$ cat config.mk
export PLATFORM = sky130hd
export DESIGN_NAME = free_stack_block_allocator_unit
export DESIGN_NICKNAME = d
export VERILOG_FILES = /design/src/hw/rtl/fsba_pkg.sv /design/src/hw/rtl/fsba_stack_ram.sv /design/src/hw/rtl/free_stack_block_allocator_unit.sv
export VERILOG_INCLUDE_DIRS = /design/src /design/src/hw/rtl
export SDC_FILE = /design/constraint.sdc
export NUM_CORES = 2
export LEC_CHECK = 0
export BUFFER_PORTS_ARGS = -buffer_cell sky130_fd_sc_hd__buf_4
export CORE_MARGIN = 2
export CORE_UTILIZATION = 35
export CTS_CLUSTER_SIZE = 16
export DETAILED_ROUTE_END_ITERATION = 10
export GPL_TIMING_DRIVEN = 0
export PLACE_DENSITY = 0.59
export REMOVE_ABC_BUFFERS = 1
export SYNTH_ARGS = -nofsm -noshare
export SYNTH_HDL_FRONTEND = slang
export SYNTH_SLANG_ARGS = --single-unit
$ cat constraint.sdc
create_clock -name clk -period 5.1 [get_ports clk]
set_input_delay 0.765 -clock clk [delete_from_list [all_inputs] [get_ports clk]]
set_output_delay 0.765 -clock clk [all_outputs]
set_load 0.1 [all_outputs]
$ cat src/hw/rtl/assert_macros.svh
// Assertion helpers included by the allocator unit RTL.
`ifndef ASSERT_MACROS_SVH
`define ASSERT_MACROS_SVH

// Clocked property check, masked while reset is high.
`define FSBA_ASSERT(lbl, clk, rst, prop, msg) \
  lbl: assert property (@(posedge clk) disable iff (rst) prop) else $error(msg);

// Same check, also evaluated during reset.
`define FSBA_ASSERT_ALWAYS(lbl, clk, prop, msg) \
  lbl: assert property (@(posedge clk) prop) else $error(msg);

`endif

$ cat src/hw/rtl/fsba_pkg.sv
`default_nettype none

package fsba_pkg;

  // Pool geometry
  localparam int BLOCK_COUNT = 256;
  localparam int BLOCK_BYTES = 64;
  localparam int ADDR_W      = 32;
  localparam int IDX_W       = $clog2(BLOCK_COUNT);
  localparam int COUNT_W     = $clog2(BLOCK_COUNT) + 1;

  // Request codes
  localparam logic CMD_ALLOC = 1'b0;
  localparam logic CMD_FREE  = 1'b1;

  // Response status codes
  localparam logic [1:0] ST_OK    = 2'd0;
  localparam logic [1:0] ST_EMPTY = 2'd1;
  localparam logic [1:0] ST_FULL  = 2'd2;

  typedef struct packed {
    logic             command;
    logic [IDX_W-1:0] free_index;
  } req_t;

  typedef struct packed {
    logic [1:0]        status;
    logic [IDX_W-1:0]  block_index;
    logic [ADDR_W-1:0] block_address;
  } rsp_t;

  // Stack memory access for one cycle
  typedef struct packed {
    logic             we;
    logic [IDX_W-1:0] waddr;
    logic [IDX_W-1:0] wdata;
    logic             re;
    logic [IDX_W-1:0] raddr;
  } ram_req_t;

endpackage

`default_nettype wire

$ cat src/hw/rtl/fsba_stack_ram.sv
`default_nettype none

// Free-index stack storage: one write and one registered read per cycle.
// An entry that was never written reads as its own address (reset image).
module fsba_stack_ram (
  input  wire logic                      clk,
  input  wire logic                      rst,
  input  wire fsba_pkg::ram_req_t        req,
  output logic [fsba_pkg::IDX_W-1:0]     rdata
);

  logic [fsba_pkg::IDX_W-1:0] mem [fsba_pkg::BLOCK_COUNT];
  logic [fsba_pkg::BLOCK_COUNT-1:0] written;
  logic [fsba_pkg::IDX_W-1:0] data_q;
  logic [fsba_pkg::IDX_W-1:0] raddr_q;
  logic                       written_q;

  // Data array and registered read port
  always_ff @(posedge clk) begin
    if (req.we) begin
      mem[req.waddr] <= req.wdata;
    end
    if (req.re) begin
      data_q  <= mem[req.raddr];
      raddr_q <= req.raddr;
    end
  end

  // Per-entry written flags, cleared by reset
  always_ff @(posedge clk) begin
    if (rst) begin
      written   <= '0;
      written_q <= 1'b0;
    end else begin
      if (req.we) begin
        written[req.waddr] <= 1'b1;
      end
      if (req.re) begin
        written_q <= written[req.raddr];
      end
    end
  end

  assign rdata = written_q ? data_q : raddr_q;

endmodule

`default_nettype wire

$ cat src/hw/rtl/free_stack_block_allocator_unit.sv
// An accepted request is held as the pending item; its response is registered when
// the response slot frees up. One request per cycle while rsp_ready is high; the
// stack top is read from the RAM at acceptance, and an alloc right after a free
// reads back the entry just written. Reset (rst, synchronous): stack holds
// 0..BLOCK_COUNT-1, count full, pool_base 0; no clearing pass, written flags clear.
`default_nettype none

module free_stack_block_allocator_unit (
  input  wire logic                         clk,
  input  wire logic                         rst,
  input  wire logic                         req_valid,
  output logic                              req_ready,
  input  wire fsba_pkg::req_t               req,
  output logic                              rsp_valid,
  input  wire logic                         rsp_ready,
  output fsba_pkg::rsp_t                    rsp,
  input  wire logic                         cfg_we,
  input  wire logic [fsba_pkg::ADDR_W-1:0]  cfg_wdata
);

  `include "assert_macros.svh"

  logic [fsba_pkg::ADDR_W-1:0]  pool_base;
  logic [fsba_pkg::COUNT_W-1:0] count;
  logic [fsba_pkg::COUNT_W-1:0] count_next;
  logic [fsba_pkg::COUNT_W-1:0] count_m1;
  logic                         busy;
  logic                         item_ok;
  logic [1:0]                   item_status;
  logic [1:0]                   status_next;
  logic                         ok_next;
  logic                         accept;
  logic                         complete;
  logic                         is_empty;
  logic                         is_full;
  fsba_pkg::ram_req_t           ram_req;
  logic [fsba_pkg::IDX_W-1:0]   ram_rdata;
  fsba_pkg::rsp_t               rsp_next;

  // Configuration register
  always_ff @(posedge clk) begin
    if (rst) begin
      pool_base <= '0;
    end else if (cfg_we) begin
      pool_base <= cfg_wdata;
    end
  end

  // Handshake: the pending item retires when the response slot frees up
  assign complete  = busy && (!rsp_valid || rsp_ready);
  assign req_ready = !busy || complete;
  assign accept    = req_valid && req_ready;

  assign is_empty = (count == '0);
  assign is_full  = (count >= fsba_pkg::COUNT_W'(fsba_pkg::BLOCK_COUNT));
  assign count_m1 = count - fsba_pkg::COUNT_W'(1);

  // Push/pop decision at acceptance
  always_comb begin
    ram_req     = '0;
    count_next  = count;
    status_next = fsba_pkg::ST_OK;
    ok_next     = 1'b0;
    ram_req.waddr = count[fsba_pkg::IDX_W-1:0];
    ram_req.wdata = req.free_index;
    ram_req.raddr = count_m1[fsba_pkg::IDX_W-1:0];
    if (accept) begin
      unique case (req.command)
        fsba_pkg::CMD_ALLOC: begin
          if (is_empty) begin
            status_next = fsba_pkg::ST_EMPTY;
          end else begin
            ok_next    = 1'b1;
            ram_req.re = 1'b1;
            count_next = count_m1;
          end
        end
        fsba_pkg::CMD_FREE: begin
          if (is_full) begin
            status_next = fsba_pkg::ST_FULL;
          end else begin
            ram_req.we = 1'b1;
            count_next = count + fsba_pkg::COUNT_W'(1);
          end
        end
        default: begin
          status_next = fsba_pkg::ST_OK;
        end
      endcase
    end
  end

  fsba_stack_ram u_stack (
    .clk   (clk),
    .rst   (rst),
    .req   (ram_req),
    .rdata (ram_rdata)
  );

  // Control state
  always_ff @(posedge clk) begin
    if (rst) begin
      count <= fsba_pkg::COUNT_W'(fsba_pkg::BLOCK_COUNT);
      busy  <= 1'b0;
    end else begin
      count <= count_next;
      if (accept) begin
        busy <= 1'b1;
      end else if (complete) begin
        busy <= 1'b0;
      end
    end
  end

  // Pending item payload
  always_ff @(posedge clk) begin
    if (accept) begin
      item_ok     <= ok_next;
      item_status <= status_next;
    end
  end

  // Response formation from the popped index
  always_comb begin
    rsp_next.status        = item_status;
    rsp_next.block_index   = item_ok ? ram_rdata : '0;
    rsp_next.block_address = item_ok
      ? pool_base + fsba_pkg::ADDR_W'(ram_rdata) * fsba_pkg::ADDR_W'(fsba_pkg::BLOCK_BYTES)
      : '0;
  end

  // Output register
  always_ff @(posedge clk) begin
    if (rst) begin
      rsp_valid <= 1'b0;
    end else if (complete) begin
      rsp_valid <= 1'b1;
    end else if (rsp_ready) begin
      rsp_valid <= 1'b0;
    end
  end

  always_ff @(posedge clk) begin
    if (complete) begin
      rsp <= rsp_next;
    end
  end

  // Checks
  `FSBA_ASSERT(a_count_range, clk, rst,
    count <= fsba_pkg::COUNT_W'(fsba_pkg::BLOCK_COUNT), "free count above pool size")
  `FSBA_ASSERT(a_accept_busy, clk, rst, accept |=> busy, "accepted request not pending")
  `FSBA_ASSERT(a_fail_zero, clk, rst,
    (rsp_valid && rsp.status != fsba_pkg::ST_OK)
      |-> (rsp.block_index == '0 && rsp.block_address == '0),
    "failed response carries nonzero index or address")
  `FSBA_ASSERT(a_pop_count, clk, rst,
    (accept && req.command == fsba_pkg::CMD_ALLOC && !is_empty) |=> (count == $past(count_m1)),
    "pop did not decrement count")

endmodule

`default_nettype wire

After elaboration in Yosys (flattened, before gate mapping)
Memories as Yosys holds them, arrays and structs flattened. A register that Yosys moved wholly into a read port is not among the register bits.
Index checks and enable logic that the tools add are counted.
Word-level totals
  output and inout port bits: 44
  memory bits (writable): 2048
  logic and storage cells: 58
  memories kept: 1
  input port bits: 46
  bits in registers: 353
Memories
  u_stack.mem: words 256, width 8, rd ports 1, clocked after Yosys merged registers in 1, wr ports 1, RTL line fsba_stack_ram.sv:12  | logic [fsba_pkg::IDX_W-1:0] mem [fsba_pkg::BLOCK_COUNT];
Operators by class
  order comparisons: 4
  reduce and logical (&&, ||, !) cells: 11
  bitwise logic cells: 2
  add/sub/neg operators: 3
  eq/ne operators: 2
  muxes and demuxes: 23
Operators with widths (count)
  bitwise OR 256 bit: 1
  adder 32 x 14 -> 32 bit: 1
  < comparator 8 x 9 -> 1 bit, second input constant: 2
  two-way mux 9 bit: 2
  one-hot mux 9 bit (2 select lines): 1
  two-way mux 1 bit: 15
  adder 9 x 1 -> 9 bit, second input constant: 1
  greater-or-equal comparator 9 bit, second input constant: 1
  logical NOT 9 bit: 1
  subtractor 9 x 1 -> 9 bit, second input constant: 1
  binary-select mux 1 bit (select 8 bit): 1
  demux 1 bit (select 8 bit): 1
  greater-or-equal comparator 8 x 1 -> 1 bit, second input constant: 1
  two-way mux 8 bit: 1
  != test 2 bit, second input constant: 2
  one-hot mux 2 bit (2 select lines): 1
  nonzero test 2 bit: 2
  logical AND 1 bit: 3
  AND reduction 3 bit: 1
  logical NOT 1 bit: 2
  logical OR 1 bit: 2
  two-way mux 2 bit: 1
  NOT 1 bit: 1

Depth between registers and ports, before layout
  depth in word-level cells: 8
  mapped depth: 17
  gate-level depth less buffers: 11

Cells and area by module
A second synthesis with hierarchy kept.
Unflattened totals
  cell total of the unflattened synthesis: 4919
  area, all modules: 92585.0 sq um
By module, submodules not included
  fsba_stack_ram: area each 88329.7 sq um, cells an instance 4515, instances 1
  free_stack_block_allocator_unit: area each 4255.3 sq um, cells an instance 404, instances 1

Least setup slack after synthesis
OpenSTA, ideal clock, no wires.
  kind: reg2reg
  start point: register count[0] (netlist name)
  end point: register u_stack.data_q[1] (netlist name), read port of u_stack.mem (data pin)
  stages on the path, launching flop included: 16
  path buffers: 7
  required time: 4.826 ns
  data arrival time: 3.870 ns
  slack: 0.956 ns
  path through: dfxtp_1 > buf_6 > buf_4 > buf_2 > buf_2 > inv_1 > ha_1 > clkbuf_1 > clkbuf_1 > clkbuf_1 > mux4_2 > mux4_2 > nand2_1 > nand3_1 > a311oi_1 > a31oi_1
RTL lines
  from (decl): RTL line free_stack_block_allocator_unit.sv:24  | logic [fsba_pkg::COUNT_W-1:0] count;
  from (signal assigned): RTL line free_stack_block_allocator_unit.sv:103  | count <= fsba_pkg::COUNT_W'(fsba_pkg::BLOCK_COUNT);
  from (signal assigned): RTL line free_stack_block_allocator_unit.sv:106  | count <= count_next;
  subtractor 9 x 1 -> 9 bit: RTL line free_stack_block_allocator_unit.sv:56  | assign count_m1 = count - fsba_pkg::COUNT_W'(1);
  net count_m1, one bit: RTL line free_stack_block_allocator_unit.sv:26  | logic [fsba_pkg::COUNT_W-1:0] count_m1;
  to (decl): RTL line fsba_stack_ram.sv:14  | logic [fsba_pkg::IDX_W-1:0] data_q;
The timed path passes the listed nets, and every way through them passes these cells.
A chain may end at the register's enable or synchronous reset.

Worst setup path after layout
  start point: register count[0] (netlist name)
  end point: register u_stack.written_q
On the way
  longest elaborated chain between the ends: 4
RTL lines
  branches (longest 4 deep; another with subtractor 9 x 1 -> 9 bit)
  to (signal assigned): RTL line fsba_stack_ram.sv:39  | written_q <= written[req.raddr];
  to (decl): RTL line fsba_stack_ram.sv:16  | logic written_q;
Several ways; the timed one is not identified. The select of a mux whose other input is x is not followed.

==> qor.csv <==
stage,metric,value,unit
sta,fin crit period,5.00,ns
critical_path,Setup CP Type,register to register,
critical_path,CP Capture Type,register,
floorplan,Die H,520,µm
synthesis,top post-synthesis cells by area,"edfxtp_1 68%, mux4_2 17%, dfxtp_1 6.5%",
power,VDD IR max,0.350,mV
floorplan,initial core utilization,0.351,
hold_path,Hold Path Class,input port to register,
power,Psw,11.2,mW
global_route,vias in the first global route,45549,
power,PwrDens,421,mW/mm²
routing,WL/cell,27.0,µm
synthesis,Mapped Avg Cell Area,20.4,µm²
global_route,gr ovfl total,0,
clock_tree,CTS tree,done,
routing,via count,45146,
sta,Clock Skews,0.0326,ns
routing,wl on met1,96.5,mm
synthesis,async set-reset flop share out of synthesis,0,
synthesis,post-synth top area cell,edfxtp_1,
power,Clock power frac,0.380,
flow_run,# Max-Cap Violations,0,
sta,Final setup viols,0,
final_layout,FF+latch area,0.0693,mm²
sta,final hold vios,0,
routing,DR WL met2,109,mm
routing,Vias/cell,5.35,
critical_path,Worst Path Max Fanout,68,
sta,Worst Max-Slew Pin Slew,1.27,ns
final_layout,synthesis-to-finish area growth,14.8,%
sta,Max-slew headroom,0.151,
final_layout,multi-input combinational cell area,0.0226,mm²
routing,DRT Wirelength,228,mm
clock_tree,CTS root buf,clkbuf_16,
sta,"Period Utilization, post-route",0.981,
power,Comb power frac,0.140,
global_route,pin count of the biggest net entering global routing,155,
critical_path,CP peak stage delay,1.10,ns
synthesis,post-synth top area share,0.681,
routing,metal3 WL,15.0,mm
synthesis,most common cell in the netlist,edfxtp_1,
synthesis,cell area after synthesis,0.0931,mm²
synthesis,Most used DFF post-synth,edfxtp_1,
power,Reg power frac,0.480,
placed_design,hpwl dp,138,mm
placed_design,placer congestion estimate,0.791,
floorplan,Die X,520,µm
synthesis,Mapped Cells,4559,
final_layout,fraction of layout cells with a size suffix above 1,0.265,
critical_path,most frequent CP cell,nor4_1,
final_layout,fillcell total,23440,
global_route,gr usage total,0.167,
final_layout,nets@finish,4757,
clock_tree,CTS hold repair buffers,0,
final_layout,diode count,0,
sta,Fmax,0.200,GHz
global_route,initial antenna violation count,5,
critical_path,Required @ worst endpoint,5.90,ns
critical_path,critical path's slowest cell,nor4_1,
power,Pint,33.7,mW
routing,initial drt markers,4741,
floorplan,die area,0.270,mm²
critical_path,Arrival @ worst endpoint,5.80,ns
clock_tree,Max H-tree Level,4,
final_layout,final core occ,0.403,
power,Sw Share,0.250,
power,Pleak,32.9,nW
sta,Slew Limit Fails,0,
clock_tree,clock transition at the registers of the reported paths,0.06,ns
routing,Top Metal Used,met4,
routing,post-route antenna net violation count,0,
synthesis,count of cell types in the netlist,53,
clock_tree,Max Root-Sink Buffers,3,
synthesis,sequential share of the synthesized area,0.745,
floorplan,placement row count,189,
clock_tree,Resized Gates After CTS,0,
synthesis,#FFs+latches synth,2409,
synthesis,YS warnings,0,
clock_tree,CTS buffer count,229,
clock_tree,clk_lat worst skew,0.86,ns
global_route,first-pass GRT wire length,329,mm
clock_tree,clk sinks,2409,
sta,RSZ-0062 raised after global routing,false,
placed_design,PortBufs,89,
synthesis,commonest cells in the netlist,"2,109 x edfxtp_1, 717 x mux4_2, 400 x nor2_1",
outcome,run status,"finished, final reports clean",
routing,Remaining DRCs,0,
floorplan,Top Ports,90,
sta,hold_ws,0.135,ns
floorplan,core area,0.265,mm²
routing,Pre-antenna DRT Iters,5,
critical_path,CP Launch Type,register,
synthesis,number of enable flip-flop cells after synthesis,2109,
critical_path,worst-path cell chain,"buf_16, or4_1, nor2_1, xnor2_2, buf_8, inv_4, nand2_1, nor4_1, nor4_1, a31oi_1, a31o_1",
[cells by family (layout without fill, tap and decap cells)]
family / after synthesis / count (layout) / share of synthesized area
buffers and inverters: 292 / 636 / 0.0141
DFF: 2409 / 2409 / 0.745
muxes: 767 / 767 / 0.179
adders and majority gates: 14 / 14 / 0.00196
and+or+nand+nor: 758 / 758 / 0.0343
xor gates and xnor gates: 17 / 17 / 0.00168
AOI/OAI and AO/OA: 302 / 302 / 0.0236
[registers in the layout, indices dropped and copies added, names as in the netlist]
register,flops
busy,1
u_stack.written_q,1
pool_base,32
item_status,2
item_ok,1
rsp,42
u_stack.data_q,8
u_stack.mem,2048
u_stack.written,256
rsp_valid,1
count,9
u_stack.raddr_q,8
[stage by stage]
stage / cell area [µm²] / TNS (ns) / worst slack, ns / power, mW / instances
after floorplan: 91800 / - / -35.25 / 28.2 / 4286
after global placement: 96900 / - / -61.90 / 29.2 / 7908
after detailed placement: 99100 / -3.10 / -0.360 / 28.3 / 7992
after CTS: 107000 / 0 / 0.119 / 45.3 / 8432
after global routing: 107000 / 0 / 0.0240 / 46.3 / 8436
final: 107000 / 0 / 0.0976 / 44.9 / 8436
[worst max-delay path: cells and delay by family, from the launching register on]
family	cells	cell delay (ns)
simple gates	5	2.44
flops	1	0.50
xor+xnor	1	0.32
compound gates	2	0.34
buf+inv	3	1.18
[layer usage]
| metal | vias to the layer above | track usage |
|---|---|---|
| li1 | 18926 | - |
| met1 | 24345 | 0.233 |
| met2 | 1558 | 0.266 |
| met3 | 317 | 0.0307 |
| met4 | 0 | 0.0500 |
| met5 | - | 0 |
[placed cells by master (no fill, tap or decap), types with 30 or more instances in the layout]
| cell type | Yosys | routed |
|---|---|---|
| nor2_1 | 400 | 400 |
| buf_12 | 0 | 37 |
| nand2_1 | 181 | 169 |
| mux4_2 | 717 | 717 |
| clkinv_2 | 0 | 55 |
| buf_16 | 0 | 45 |
| clkbuf_16 | 0 | 230 |
| o21a_1 | 215 | 215 |
| clkbuf_1 | 172 | 51 |
| buf_4 | 19 | 85 |
| dfxtp_1 | 300 | 299 |
| clkbuf_8 | 0 | 30 |
| edfxtp_1 | 2109 | 2109 |
| nand3_1 | 91 | 87 |
| mux2i_1 | 39 | 39 |
[worst paths after layout]
path,startpoint,to,slack (ns),depth (start not counted)
max,count[0],u_stack.written_q,0.1,11
min,req_valid,busy,0.14,3
max reg2reg,count[0],u_stack.written_q,0.1,11
min reg2reg,u_stack.written[248],u_stack.written[248],0.46,1
[cell type report]
type	count	area share
clock buffer	311	0.0595
clock inverter	126	0.0114
inverter	19	0.000761
multi-input combinational	1858	0.211
sequential	2409	0.649
tap	3533	0.0414
timing repair buffer	180	0.0263
[timing repair]
action | 4_1_cts | 5_1_grt
pin swaps | 1 | 1
setup buffers | 3 | 4
endpoints found under the hold margin | 0 | 0
setup endpoints to repair | 9 | 7
[power by group through the flow]
stage	Sequential (mW)	Clock (mW)	Combinational [mW]
finish	21.6	17.1	6.28
global route	21.6	18.1	6.56
floorplan	22.3	0	5.90
detailed placement	22.0	0	6.28
CTS	21.6	17.4	6.34
global placement	22.2	0	6.92
No activity file was read; power rests on OpenSTA's default activity.
